### config.mk
export PLATFORM = sky130hd
export DESIGN_NAME = ppu_divider
export DESIGN_NICKNAME = d
export VERILOG_FILES = /design/src/rtl/particle_pool_update_macros.svh /design/src/rtl/ppu_pkg.sv /design/src/rtl/ppu_divider.sv
export SDC_FILE = /design/constraint.sdc
export NUM_CORES = 1
export LEC_CHECK = 0
export BUFFER_PORTS_ARGS = -buffer_cell sky130_fd_sc_hd__clkbuf_2
export CAP_MARGIN = 20
export CORE_MARGIN = 2
export CORE_UTILIZATION = 56
export DETAILED_ROUTE_END_ITERATION = 16
export GPL_TIMING_DRIVEN = 0
export PLACE_DENSITY_LB_ADDON = 0.08
export SETUP_SLACK_MARGIN = 0.15
export SLEW_MARGIN = 20
export SYNTH_ARGS = -nofsm -noshare
export SYNTH_HDL_FRONTEND = slang
export SYNTH_SLANG_ARGS = --single-unit
### constraint.sdc
create_clock -name clk -period 2.65 [get_ports clk]
set_clock_uncertainty 0.1 [all_clocks]
set_input_delay 0.265 -clock clk [delete_from_list [all_inputs] [get_ports clk]]
set_output_delay 0.265 -clock clk [all_outputs]
set_load 0.03 [all_outputs]
### src/rtl/particle_pool_update_macros.svh
// ----------------------------------------------------------------------------
// particle_pool_update_macros
// Assertion macros for the particle pool.
// ----------------------------------------------------------------------------
`ifndef PARTICLE_POOL_UPDATE_MACROS_SVH
`define PARTICLE_POOL_UPDATE_MACROS_SVH

// Same-cycle implication, sampled at the rising clock edge, off during reset.
`define PPU_ASSERT_NOW(lbl, ante, cons, msg) \
	lbl: assert property (@(posedge clk) disable iff (!arst_n) (ante) |-> (cons)) else $error(msg);

// Next-cycle implication.
`define PPU_ASSERT_NEXT(lbl, ante, cons, msg) \
	lbl: assert property (@(posedge clk) disable iff (!arst_n) (ante) |=> (cons)) else $error(msg);

`endif

### src/rtl/ppu_pkg.sv
// ----------------------------------------------------------------------------
// ppu_pkg
// Types, constants and helper functions shared by the particle pool logic.
// ----------------------------------------------------------------------------
package ppu_pkg;

	localparam int POOL_DEPTH = 64;
	localparam int PTR_W      = $clog2(POOL_DEPTH);
	localparam int CNT_W      = $clog2(POOL_DEPTH + 1);

	localparam int DIVD_W = 27;
	localparam int DIVS_W = 16;
	localparam int STEP_W = $clog2(DIVD_W + 1);

	localparam logic [15:0] LIFE_ONE   = 16'd32768;
	localparam logic [31:0] GRAVITY_Q8 = 32'd51200;
	localparam logic [17:0] SIZE_ONE   = 18'd131072;

	localparam logic OP_ADD  = 1'b0;
	localparam logic OP_TICK = 1'b1;

	typedef enum logic [2:0] {
		ST_IDLE,
		ST_READ,
		ST_LOAD,
		ST_DIV,
		ST_UPDATE,
		ST_FLUSH
	} state_t;

	typedef struct packed {
		logic signed [23:0] x;
		logic signed [23:0] y;
		logic signed [23:0] vx;
		logic signed [23:0] vy;
		logic [15:0]        life;
		logic [15:0]        max_life;
		logic [7:0]         red;
		logic [7:0]         green;
		logic [7:0]         blue;
		logic [15:0]        size;
	} entry_t;

	typedef struct packed {
		logic signed [23:0] x;
		logic signed [23:0] y;
		logic [7:0]         red;
		logic [7:0]         green;
		logic [7:0]         blue;
		logic [7:0]         alpha;
		logic [15:0]        size;
	} result_t;

	function automatic logic signed [23:0] sat24(input logic signed [25:0] v);
		logic signed [23:0] r;
		if (v > 26'sd8388607)
			r = 24'sh7FFFFF;
		else if (v < -26'sd8388608)
			r = 24'sh800000;
		else
			r = v[23:0];
		return r;
	endfunction

	function automatic logic [PTR_W-1:0] slot_inc(input logic [PTR_W-1:0] p);
		logic [PTR_W-1:0] r;
		if (p == PTR_W'(POOL_DEPTH - 1))
			r = '0;
		else
			r = p + 1'b1;
		return r;
	endfunction

	function automatic logic [PTR_W-1:0] ring_add(input logic [PTR_W-1:0] a,
		input logic [CNT_W-1:0] b);
		logic [CNT_W:0] s;
		s = (CNT_W+1)'(a) + (CNT_W+1)'(b);
		if (s >= (CNT_W+1)'(POOL_DEPTH))
			s = s - (CNT_W+1)'(POOL_DEPTH);
		return s[PTR_W-1:0];
	endfunction

	function automatic logic [7:0] life_alpha(input logic [15:0] life);
		logic [8:0] a;
		a = life[15:7];
		return (a > 9'd255) ? 8'd255 : a[7:0];
	endfunction

endpackage

### src/rtl/ppu_divider.sv
// ----------------------------------------------------------------------------
// ppu_divider
// Restoring divider, one quotient bit per cycle.
// ----------------------------------------------------------------------------
module ppu_divider (
	input  logic                        clk,
	input  logic                        arst_n,
	input  logic                        start,
	input  logic [ppu_pkg::DIVD_W-1:0]  dividend,
	input  logic [ppu_pkg::DIVS_W-1:0]  divisor,
	output logic                        done,
	output logic [ppu_pkg::DIVD_W-1:0]  quotient
);
	import ppu_pkg::*;

	logic              run_q;
	logic              done_q;
	logic [STEP_W-1:0] cnt_q;
	logic [DIVS_W-1:0] rem_q;
	logic [DIVD_W-1:0] num_q;
	logic [DIVD_W-1:0] quot_q;
	logic [DIVS_W:0]   trial;
	logic [DIVS_W:0]   diff;
	logic              ge;

	assign trial = {rem_q, num_q[DIVD_W-1]};
	assign ge    = trial >= {1'b0, divisor};
	assign diff  = trial - {1'b0, divisor};

	always_ff @(posedge clk or negedge arst_n) begin
		if (!arst_n) begin
			run_q  <= 1'b0;
			done_q <= 1'b0;
			cnt_q  <= '0;
		end else if (start) begin
			run_q  <= 1'b1;
			done_q <= 1'b0;
			cnt_q  <= STEP_W'(DIVD_W);
		end else if (run_q) begin
			cnt_q <= cnt_q - 1'b1;
			if (cnt_q == STEP_W'(1)) begin
				run_q  <= 1'b0;
				done_q <= 1'b1;
			end
		end else begin
			done_q <= 1'b0;
		end
	end

	always_ff @(posedge clk) begin
		if (start) begin
			rem_q  <= '0;
			num_q  <= dividend;
			quot_q <= '0;
		end else if (run_q) begin
			rem_q  <= ge ? diff[DIVS_W-1:0] : trial[DIVS_W-1:0];
			num_q  <= {num_q[DIVD_W-2:0], 1'b0};
			quot_q <= {quot_q[DIVD_W-2:0], ge};
		end
	end

	assign done     = done_q;
	assign quotient = quot_q;

endmodule

=== After elaboration in Yosys (flattened, before gate mapping) ===
Index checks and enable logic that the tools add are counted.
Widths: inputs -> output; s select.

* Logic and storage cells: 23
* Register bits after elaboration: 77
* Input bits: 46

* $add $sub $neg: 2
* Reductions and logical operators: 1
* $lt $le $gt $ge: 1
* Multiplexer cells: 11
* Equal/unequal tests: 2

{| class="wikitable"
|+ Operators by type and width
! kind !! number
|-
| $mux 27 || 2
|-
| $ge 17x16->1 || 1
|-
| $mux 16 || 1
|-
| $sub 16x16->16 || 1
|-
| $mux 5 || 2
|-
| $mux 1 || 6
|-
| $eq 5x1->1 const B || 1
|-
| $sub 5x1->5 const B || 1
|-
| $ne 3x2->1 const B || 1
|-
| $reduce_bool 2->1 || 1
|}

=== Longest topological paths before layout ===
Gate-level depths: netlist of the first run.

* Depth after elaboration: 4
* Gate-level depth with buffers: 12

=== Worst setup path before layout of the first run ===
Ideal clock, no wire load.

* Kind: register -> register
* Start: reg rem_q[7]
* End: reg rem_q[6]
* Arrival: 2.178 ns
* Slack: 0.284 ns
* Required time: 2.462 ns
* Cell stages (with the launch flop): 11
* Setup time: 0.088 ns
* Cells stage by stage: dfxtp_1 > ha_1 > nand4_2 > nor3_2 > o211ai_1 > and3_4 > buf_6 > and2_4 > buf_6 > or3_1 > a311oi_2

* Word-level cells in the longest chain between the ends: 2

{| class="wikitable"
|+ RTL lines
! element !! line !! text
|-
| start: declaration || ppu_divider.sv:19 || <nowiki>logic [DIVS_W-1:0] rem_q;</nowiki>
|-
| start signal: assignment || ppu_divider.sv:56 || <nowiki>rem_q <= ge ? diff[DIVS_W-1:0] : trial[DIVS_W-1:0];</nowiki>
|-
| $ge 17x16->1 || ppu_divider.sv:27 || <nowiki>assign ge = trial >= {1'b0, divisor};</nowiki>
|-
| $mux 16 || ppu_divider.sv:56 ||
|}

No other way between the ends.
A chain may end at the register's enable or synchronous reset.

=== Final worst setup path of the first run ===
* Start: reg rem_q[13]
* End: reg rem_q[6]

The elaborated chain is that of the path after synthesis.

==> reports/qor.csv, run 1 <==
stage;metric;value;unit
floorplanning;die area;7720;sq um
worst_setup_path;crit-path cells;ha_2 > and3_4 > o211ai_1 > and3_4 > buf_6 > and2_4 > buf_6 > or3_1 > a311oi_2;
sta;RSZ-0062 raised after global routing;true;
yosys;Post-Synthesis Cells;380;
clock_tree;clock root buffer;clkbuf_8;
yosys;sequential area share after synthesis;0.469;
routing;Final Routed Wirelength;8160;microns
yosys;syn_nets;445;
yosys;Synth Area in XOR/XNOR;0.0289;
floorplanning;Die Width;87.8;microns
grt;gr ovfl total;0;
floorplanning;chip height;87.8;microns
yosys;Synth Area in Adders;0.0623;
yosys;mean post-synth cell area;10.4;sq um
layout;Layout fillers;542;
floorplanning;num rows;30;
yosys;distinct cell type count after synthesis;53;
floorplanning;I/O pins;74;
worst_setup_path;worst setup path startpoint;rem_q[13];
sta;fmax;412;MHz
worst_setup_path;crit path max-delay cell type;or3_1;
routing;Detail Route Antenna Nets;0;
routing;drt drc;0;
worst_setup_path;startpoint types;flop;
place;Post-DP HPWL;5610;microns
yosys;post-synthesis mux area share;0.148;
place;buffers added on ports;72;
routing;TritonRoute pass-1 iters;4;
worst_setup_path;critical path's top delay family;simple AND/OR/NAND/NOR gates;
sta;hold slack;0.109;ns
layout;Syn-to-layout area delta;23.6;%
yosys;largest family of logic cells by synthesized area;multiplexers;
layout;nets;532;
clock_tree;Max H-tree Level;3;
routing;DR vias;3052;
sta;relative slew slack;0.548;
clock_tree;Clk Latency, worst-skew pair;0.35;ns
worst_setup_path;worst-path fanout max;7;
sta;min Tclk post-route;2.43;ns
grt;number of global-route vias before repair;2760;
clock_tree;CTS clk-pin slew, worst paths;0.09;ns
sta;Setup TNS;0;ns
place;RePlAce Congestion;0.875;
yosys;cell area after synthesis;3940;sq um
sta;setup violators final;0;
power;Worst VDD drop;0.458;mV
floorplanning;Core Box Area;6790;sq um
worst_setup_path;CP Data Required Time;2.81;ns
grt;Overall Global Routing Usage;0.212;
power;final total power;3.91;mW
worst_setup_path;critical path's largest stage delay;0.39;ns
sta;actual slew at the worst max-slew pin;0.678;ns
yosys;Seq cells post-synth;77;
layout;share of cells above drive strength 1;0.341;
worst_setup_path;element type at the critical path end;flop;
clock_tree;clock buffer depth;2;
worst_setup_path;WS Path Type;flop to flop;
worst_setup_path;WP buf/inv;2;
grt;met1 global-route usage;0.290;
grt;pin count of the biggest net entering global routing;15;
worst_setup_path;Worst EP arrival;2.59;ns
worst_setup_path;reg2reg start;rem_q[13];
grt;first-pass GRT wire length;12700;microns
grt;layer with the highest usage;met2;
sta;ratio of final minimum period to clock period;0.916;
sta;fin. max-slew vios;0;
clock_tree;Num CTS Buffers;9;
power;P per Cell Area;803;nW/um^2
sta;Fin. Hold Viols;0;
grt;met2 Use GR;0.326;
routing;initial drt markers;151;
grt;met3 usage;0.0528;
yosys;Compound-Gate Fraction of Synth Area;0.120;
routing;drt wl/cell;14.4;microns
power;P_leak;2.22;nW
grt;initial antenna violation count;0;
yosys;simple-gate area share of the yosys netlist;0.130;
clock_tree;clock sinks;77;
status;outcome;complete, no violations;
layout;n_diodes;0;
floorplanning;initial core utilization;0.579;
yosys;Yosys Warn Count;0;
routing;Vias/cell;5.37;
job;Max-Cap Viols;0;
clock_tree;TritonCTS clock tree;yes;
min_path;hold crit path type;input port to flop;
min_path;hold_sp;dividend[0];
## report_power, final
part | internal (mW) | switching, mW
combinational | 0.732 | 0.737
sequential | 1.40 | 0.141
clock | 0.430 | 0.466
## sequential cells by signal, indices dropped and copies added, names as in the netlist
| signal | flops |
|---|---|
| done | 1 |
| quotient | 27 |
| run_q | 1 |
| num_q | 27 |
| cnt_q | 5 |
| rem_q | 16 |
## placed cells by master (no fill, tap or decap), types with 12 or more instances in the layout
| cell | synthesis | routed |
|---|---|---|
| a21oi_1 | 15 | 13 |
| clkbuf_1 | 13 | 13 |
| clkbuf_2 | 0 | 72 |
| dfxtp_1 | 43 | 35 |
| edfxtp_1 | 27 | 27 |
| ha_4 | 0 | 12 |
| inv_1 | 22 | 21 |
| mux2_2 | 26 | 26 |
| mux2i_1 | 29 | 29 |
| nand2_1 | 26 | 26 |
| nor2_1 | 45 | 44 |
| o21ai_0 | 17 | 17 |
## Yosys cell counts, drive strengths merged
| cell type | n | area, sq um |
|---|---|---|
| ha | 18 | 225 |
| a21boi | 2 | 15.0 |
| a32oi | 4 | 35.0 |
| and3 | 4 | 30.0 |
| inv | 22 | 82.6 |
| o311a | 1 | 10.0 |
| nor3 | 5 | 30.0 |
| dfxtp | 43 | 861 |
| a31oi | 1 | 6.26 |
| and4 | 2 | 17.5 |
| buf | 4 | 31.3 |
| or2 | 1 | 6.26 |
| mux2i | 29 | 290 |
| mux2 | 26 | 293 |
| fa | 1 | 20.0 |
| o31ai | 2 | 15.0 |
| or3 | 2 | 12.5 |
| a22o | 1 | 8.76 |
| o21bai | 1 | 7.51 |
| a211oi | 4 | 30.0 |
| xnor2 | 9 | 78.8 |
| edfxtp | 27 | 811 |
| or4b | 1 | 10.0 |
| nor4b | 1 | 8.76 |
| nand2 | 26 | 97.6 |
| o2111ai | 1 | 8.76 |
| nand3b | 1 | 7.51 |
| nor2 | 45 | 169 |
| clkbuf | 13 | 48.8 |
| nand3 | 3 | 15.0 |
| nand2b | 8 | 50.1 |
| a21oi | 16 | 83.8 |
| o22ai | 1 | 6.26 |
| o211ai | 2 | 20.0 |
| and2 | 3 | 21.3 |
| o21ai | 18 | 90.1 |
| nand4 | 1 | 12.5 |
| dfrtp | 7 | 175 |
| nor2b | 4 | 25.0 |
| a41oi | 1 | 8.76 |
| xor2 | 4 | 35.0 |
| o21a | 4 | 30.0 |
| a311oi | 6 | 58.8 |
| a21o | 5 | 37.5 |
## per-stage QoR
step	worst slack, ns	std cells	util	instance area, sq um
after floorplan	0.284	380	-	3940
after global placement	0.0140	548	0.650	4420
after detailed placement	-0.0245	548	0.650	4420
after CTS	0.170	568	0.697	4740
after global routing	0.0979	568	0.716	4870
final	0.223	568	0.716	4870
## timing repair
item                       4_1_cts  5_1_grt
setup buffers                    2        0
setup endpoints to repair       37       28
hold buffers                     1        0
gates resized for setup         16       26
pin swaps                        2        1
gates cloned                     1        0
hold endpoints to repair         7        0
## final cells by class
class / instances / area [sq um] / share of cell area
clock buffers: 11 / 163 / 0.0334
repair inverters: 1 / 7.51 / 0.00154
inverters: 22 / 86.3 / 0.0177
clock inverters: 5 / 38.8 / 0.00797
plain buffers: 17 / 86.3 / 0.0177
well taps: 96 / 120 / 0.0247
repair buffers: 75 / 385 / 0.0792
multi-input cells: 264 / 2120 / 0.436
flip-flops and latches: 77 / 1860 / 0.381
## metal layers
metal / part of all wire / vias to the layer above
met5: 0 / -
li1: - / 1528
met4: 0.019 / 0
met2: 0.46 / 84
met1: 0.47 / 1423
met3: 0.047 / 17
## cells by family (layout without fill, tap and decap cells)
logic type | count (synthesis) | in the layout
buffers and inverters | 39 | 131
DFF | 77 | 77
adders and majority gates | 19 | 19
and+or+nand+nor | 107 | 107
xor gates and xnor gates | 13 | 13
AOI/OAI and AO/OA | 70 | 70
muxes | 55 | 55
## path summary, 6_finish.rpt
kind	endpoint	slack [ns]	cells after the start
setup / recovery	rem_q[6]	0.22	9
hold / removal	num_q[0]	0.11	2
setup reg to reg	rem_q[6]	0.22	9
hold reg to reg	rem_q[15]	0.39	2
max in group asynchronous	cnt_q[3]	2.09	2
min in group asynchronous	done	0.19	2
No activity file was read; power rests on OpenSTA's default activity.
==> run 2: changes to the inputs <==
Settings changed: CORE_ASPECT_RATIO from default to 0.7, CTS_CLUSTER_DIAMETER from default to 60.
==> run 2 against run 1 <==
- routed wire length up 14%
- register-to-register slack worse by 0.05 ns
- power up 7.5%
- final cell count up 1.6%
- setup slack worse by 0.052 ns
- maximum frequency down 2.1%
- core utilization up 1.9 points
- first-iteration DRC count up 21%
- via count up 4.7%
- critical path depth up 1
- non-clock buffer count up 11
- highest routed layer unchanged
==> reports/qor.csv, run 2 (synthesis results as in run 1) <==
stage;metric;value;unit;change
status;outcome;complete, no violations;;unchanged
floorplanning;initial core utilization;0.580;;was 0.579
layout;n_diodes;0;;unchanged
layout;nets;543;;was 532
worst_setup_path;worst-path fanout max;6;;was 7
grt;number of global-route vias before repair;2847;;was 2760
sta;ratio of final minimum period to clock period;0.936;;was 0.916
sta;Setup TNS;0;ns;unchanged
power;P per Cell Area;842;nW/um^2;was 803 nW/um^2
routing;drt wl/cell;16.1;microns;was 14.4 microns
sta;fmax;403;MHz;was 412 MHz
layout;post-layout util;0.735;;was 0.716
layout;share of cells above drive strength 1;0.362;;was 0.341
floorplanning;chip height;74.1;microns;was 87.8 microns
sta;RSZ-0062 raised after global routing;true;;unchanged
sta;Fin. Hold Viols;0;;unchanged
layout;Layout fillers;495;;was 542
sta;hold slack;0.110;ns;was 0.109 ns
floorplanning;num rows;25;;was 30
routing;Final Routed Wirelength;9290;microns;was 8160 microns
layout;most frequent cells in the layout;clkbuf_2, nor2_1, dfxtp_1;;unchanged
clock_tree;clock sinks;77;;unchanged
worst_setup_path;element type at the critical path end;flop;;unchanged
clock_tree;Num CTS Buffers;9;;unchanged
worst_setup_path;WS Path Type;flop to flop;;unchanged
floorplanning;Core Box Area;6790;sq um;about the same
clock_tree;TritonCTS clock tree;yes;;unchanged
floorplanning;Die Width;104;microns;was 87.8 microns
place;buffers added on ports;72;;unchanged
layout;leading cell type in the layout, fill and taps excluded;clkbuf_2;;unchanged
place;Post-DP HPWL;6410;microns;was 5610 microns
floorplanning;I/O pins;74;;unchanged
grt;initial antenna violation count;0;;unchanged
min_path;hold crit path type;input port to flop;;unchanged
power;P_leak;2.29;nW;was 2.22 nW
grt;gr ovfl total;0;;unchanged
routing;DR vias;3196;;was 3052
routing;initial drt markers;183;;was 151
sta;relative slew slack;0.497;;was 0.548
place;placed cells;546;;was 548
power;Worst VDD drop;0.524;mV;was 0.458 mV
worst_setup_path;Worst EP arrival;2.63;ns;was 2.59 ns
worst_setup_path;startpoint types;flop;;unchanged
place;RePlAce Congestion;0.877;;was 0.875
grt;Overall Global Routing Usage;0.245;;was 0.212
sta;fin. max-slew vios;0;;unchanged
routing;Detail Route Antenna Nets;0;;unchanged
clock_tree;CTS clk-pin slew, worst paths;0.08;ns;was 0.09 ns
routing;TritonRoute pass-1 iters;6;;was 4
job;Max-Cap Viols;0;;unchanged
sta;setup violators final;0;;unchanged
routing;Vias/cell;5.54;;was 5.37
sta;min Tclk post-route;2.48;ns;was 2.43 ns
clock_tree;Max H-tree Level;3;;unchanged
clock_tree;clock buffer depth;2;;unchanged
clock_tree;clock root buffer;clkbuf_8;;unchanged
layout;non-filler cells, final;577;;was 568
grt;first-pass GRT wire length;14600;microns;was 12700 microns
clock_tree;Clk Latency, worst-skew pair;0.35;ns;about the same
grt;pin count of the biggest net entering global routing;15;;unchanged
routing;drt drc;0;;unchanged
sta;actual slew at the worst max-slew pin;0.754;ns;was 0.678 ns
floorplanning;die area;7730;sq um;was 7720 sq um
layout;Syn-to-layout area delta;26.7;%;was 23.6%
worst_setup_path;CP Data Required Time;2.80;ns;was 2.81 ns
[run 2: cell count changes in the layout (fill, tap and decap cells not counted), sizes merged]
cell,before,now
buf,6,17
inv,23,22
bufinv,0,1
[run 2: layer usage]
layer  vias up  GRT usage  routed length [microns]
met4         0     0.0450                       74
met2       120      0.363                     4080
met1      1517      0.361                     4410
met3        10     0.0736                      728
li1       1549          -                        -
met5         -          0                        0
[run 2: final timing paths]
path                                   from         to  slack, ns  cells after the start
worst min-delay path            dividend[0]   num_q[0]       0.11                      2
max in group asynchronous            arst_n   cnt_q[4]       2.07                      2
worst max register to register     rem_q[6]   rem_q[6]       0.17                     10
worst max-delay path               rem_q[6]   rem_q[6]       0.17                     10
worst min register to register    rem_q[14]  rem_q[14]       0.40                      2
min in group asynchronous            arst_n   cnt_q[2]       0.18                      2
[run 2: stage by stage]
stage	worst slack [ns]	cell area, sq um	total power, mW
floorplan	0.284	3940	2.49
global placement	0.0343	4410	2.76
detailed placement	-0.0213	4410	2.81
CTS	0.117	4800	3.90
global route	0.102	4990	4.45
finish	0.171	4990	4.20
[run 2: layout make-up]
class / instances / area [sq um] / area share
buffer: 17 / 86.3 / 0.0173
clock buffer: 11 / 163 / 0.0326
clock inverter: 5 / 55.1 / 0.0110
inverter: 22 / 86.3 / 0.0173
multi-input combinational: 264 / 2140 / 0.430
sequential: 77 / 1860 / 0.373
tap: 94 / 118 / 0.0236
timing repair buffer: 86 / 468 / 0.0938
timing repair inverter: 1 / 7.51 / 0.00150
[run 2: timing repair]
action,CTS,global route
hold buffers,1,0
setup endpoints to repair,37,29
resized for setup,21,29
pin swaps,2,13
hold endpoints to repair,7,0
buffers inserted,2,11
cloned,1,0
[run 2: worst max-delay path, stage by stage (launching register included)]
cell	delay [ns]
dfxtp_4	0.36
ha_4	0.29
nand4_4	0.13
nor3_2	0.19
o211ai_1	0.12
and3_4	0.18
buf_6	0.11
and2_4	0.14
buf_6	0.13
or3_4	0.36
a311oi_2	0.26
[run 2: power by group]
group / leakage [nW] / switching, mW / internal (mW)
clock: 0.109 / 0.431 / 0.517
sequential: 0.715 / 0.161 / 1.41
combinational: 1.47 / 0.830 / 0.855
==> run 3: changes to the inputs <==
Clock period 2.65 ns to 2.3 ns, I/O delays scaled along.
==> run 3 against run 2 <==
- final cell count grew 3.6%
- routed wire length increased by 3.3%
- via count up 3.6%
- worst hold slack got worse by 0.049 ns
- largest power group unchanged
- the run now ends with setup timing left
- final area is 6.8% higher
==> reports/qor.csv, run 3 (synthesis results as in run 1) <==
stage;metric;value;unit;change
layout;post-layout util;0.785;;was 0.735
place;RePlAce Congestion;0.842;;was 0.877
sta;setup violators final;5;;was 0
worst_setup_path;Worst EP arrival;2.50;ns;was 2.63 ns
min_path;hold crit path type;input port to flop;;unchanged
sta;Setup TNS;-0.0636;ns;was 0 ns
sta;ratio of final minimum period to clock period;1.02;;was 0.936
grt;Overall Global Routing Usage;0.246;;was 0.245
sta;actual slew at the worst max-slew pin;0.657;ns;was 0.754 ns
worst_setup_path;startpoint types;flop;;unchanged
power;P_leak;2.42;nW;was 2.29 nW
routing;DR vias;3311;;was 3196
job;Max-Cap Viols;0;;unchanged
worst_setup_path;element type at the critical path end;flop;;unchanged
worst_setup_path;R2R Setup Slk;-0.04;ns;was 0.17 ns
sta;relative slew slack;0.562;;was 0.497
worst_setup_path;critical path's largest stage delay;0.35;ns;was 0.36 ns
floorplanning;die area;7730;sq um;unchanged
place;Place WS;-0.334;ns;was -0.0213 ns
worst_setup_path;worst-path fanout max;8;;was 6
sta;min Tclk post-route;2.34;ns;was 2.48 ns
grt;first-pass GRT wire length;14900;microns;was 14600 microns
routing;Detail Route Antenna Nets;0;;unchanged
power;final total power;5.39;mW;was 4.20 mW
sta;fin. max-slew vios;0;;unchanged
sta;fmax;428;MHz;was 403 MHz
floorplanning;chip height;74.1;microns;unchanged
power;Worst VDD drop;0.507;mV;was 0.524 mV
layout;n_diodes;0;;unchanged
floorplanning;Die Width;104;microns;unchanged
clock_tree;TritonCTS clock tree;yes;;unchanged
floorplanning;initial core utilization;0.580;;unchanged
grt;gr ovfl total;0;;unchanged
grt;pin count of the biggest net entering global routing;15;;unchanged
status;violated checks;setup timing;;
layout;share of cells above drive strength 1;0.431;;was 0.362
clock_tree;clock sinks;77;;unchanged
routing;drt wl/cell;16.0;microns;was 16.1 microns
worst_setup_path;CP Data Required Time;2.46;ns;was 2.80 ns
routing;drt drc;0;;unchanged
routing;initial drt markers;184;;was 183
sta;RSZ-0062 raised after global routing;true;;unchanged
worst_setup_path;crit-path cells;ha_4 > and3_1 > o21a_1 > o21ai_1 > and3_4 > buf_6 > and2_4 > buf_8 > or3_4 > a311oi_2;;was ha_4 > nand4_4 > nor3_2 > o211ai_1 > and3_4 > buf_6 > and2_4 > buf_6 > or3_4 > a311oi_2
layout;Syn-to-layout area delta;35.4;%;was 26.7%
worst_setup_path;WS Path Type;flop to flop;;unchanged
sta;Fin. Hold Viols;0;;unchanged
layout;nets;564;;was 543
status;outcome;finished, violations left;;was complete, no violations
floorplanning;Core Box Area;6790;sq um;unchanged
place;Cell Area, Placed;4600;sq um;was 4410 sq um
place;buffers added on ports;72;;unchanged
power;P per Cell Area;1010;nW/um^2;was 842 nW/um^2
clock_tree;Max H-tree Level;3;;unchanged
routing;Vias/cell;5.54;;about the same
floorplanning;num rows;25;;unchanged
grt;number of global-route vias before repair;3111;;was 2847
layout;most frequent cells in the layout;clkbuf_2, nor2_1, dfxtp_1;;unchanged
grt;initial antenna violation count;0;;unchanged
clock_tree;Clk Latency, worst-skew pair;0.35;ns;about the same
layout;design area;5330;sq um;was 4990 sq um
layout;Layout fillers;442;;was 495
clock_tree;clock root buffer;clkbuf_8;;unchanged
clock_tree;clock buffer depth;2;;unchanged
worst_setup_path;crit path max-delay cell type;dfxtp_4;;unchanged
routing;TritonRoute pass-1 iters;5;;was 6
clock_tree;CTS clk-pin slew, worst paths;0.08;ns;about the same
sta;Final Worst Setup Slack;-0.0358;ns;was 0.171 ns
routing;Final Routed Wirelength;9590;microns;was 9290 microns
layout;leading cell type in the layout, fill and taps excluded;clkbuf_2;;unchanged
floorplanning;I/O pins;74;;unchanged
place;Post-DP HPWL;6140;microns;was 6410 microns
clock_tree;Num CTS Buffers;9;;unchanged
## run 3: cell types whose count changed in the layout (fill, tap and decap cells not counted), moves of 3 or more
| cell | delta |
|---|---|
| buf_4 | +16 |
| o21ai_0 | -8 |
| o21ai_1 | +8 |
| ha_4 | +4 |
| nand2_1 | -4 |
| a21oi_1 | -3 |
| a21oi_2 | +3 |
| dfxtp_1 | -3 |
## run 3: repair_timing
item                                   in CTS  in global routing
hold buffers                                1                  0
pin swaps                                  22                 23
endpoints found under the hold margin       7                  0
gates cloned                                2                  0
gates resized for setup                    51                 18
setup buffers                              22                 11
setup endpoints to repair                  44                 58
## run 3: worst paths after layout
path	cells past startpoint	to	start
worst min register to register	2	rem_q[11]	rem_q[11]
min in group asynchronous	2	cnt_q[4]	arst_n
worst min-delay path	2	num_q[0]	dividend[0]
max in group asynchronous	2	cnt_q[1]	arst_n
worst max-delay path	10	rem_q[6]	rem_q[9]
worst max register to register	10	rem_q[6]	rem_q[9]
## run 3: report_power, final
group	internal [mW]	switching [mW]	total, mW
registers	1.63	0.171	1.80
logic	1.31	1.13	2.44
clock network	0.622	0.527	1.15
total	3.56	1.82	5.39
## run 3: critical path: cells and delay by family (launching register included)
| family | cells | cell delay, ns |
|---|---|---|
| AND/OR/NAND/NOR | 4 | 0.81 |
| AO/OA/AOI/OAI | 3 | 0.45 |
| flip-flops | 1 | 0.35 |
| adder cells (fa/ha/maj) | 1 | 0.29 |
| buffers and inverters | 2 | 0.24 |
## run 3: per-stage QoR
step                instances  hold slack, ns
finish                    598          0.0605
global route              598          0.0705
CTS                       587          0.0534
detailed placement        546         -0.0257
global placement          546         -0.0251
floorplan                 380          -0.166
## run 3: cell type report
| class | count | area, sq um | area share |
|---|---|---|---|
| buffer | 17 | 96.3 | 0.0181 |
| clock buffer | 10 | 128 | 0.0239 |
| clock inverter | 6 | 93.8 | 0.0176 |
| inverter | 22 | 86.3 | 0.0162 |
| multi-input combinational | 264 | 2270 | 0.426 |
| sequential | 77 | 1870 | 0.351 |
| tap | 94 | 118 | 0.0221 |
| timing repair buffer | 107 | 661 | 0.124 |
| timing repair inverter | 1 | 7.51 | 0.00141 |
## run 3: routing by layer
metal	global-route usage	routed length, microns	part of all wire
met1	0.312	4240	0.44
met2	0.439	4690	0.49
met3	0.0570	594	0.062
met4	0.0586	63	0.0066
met5	0	0	0
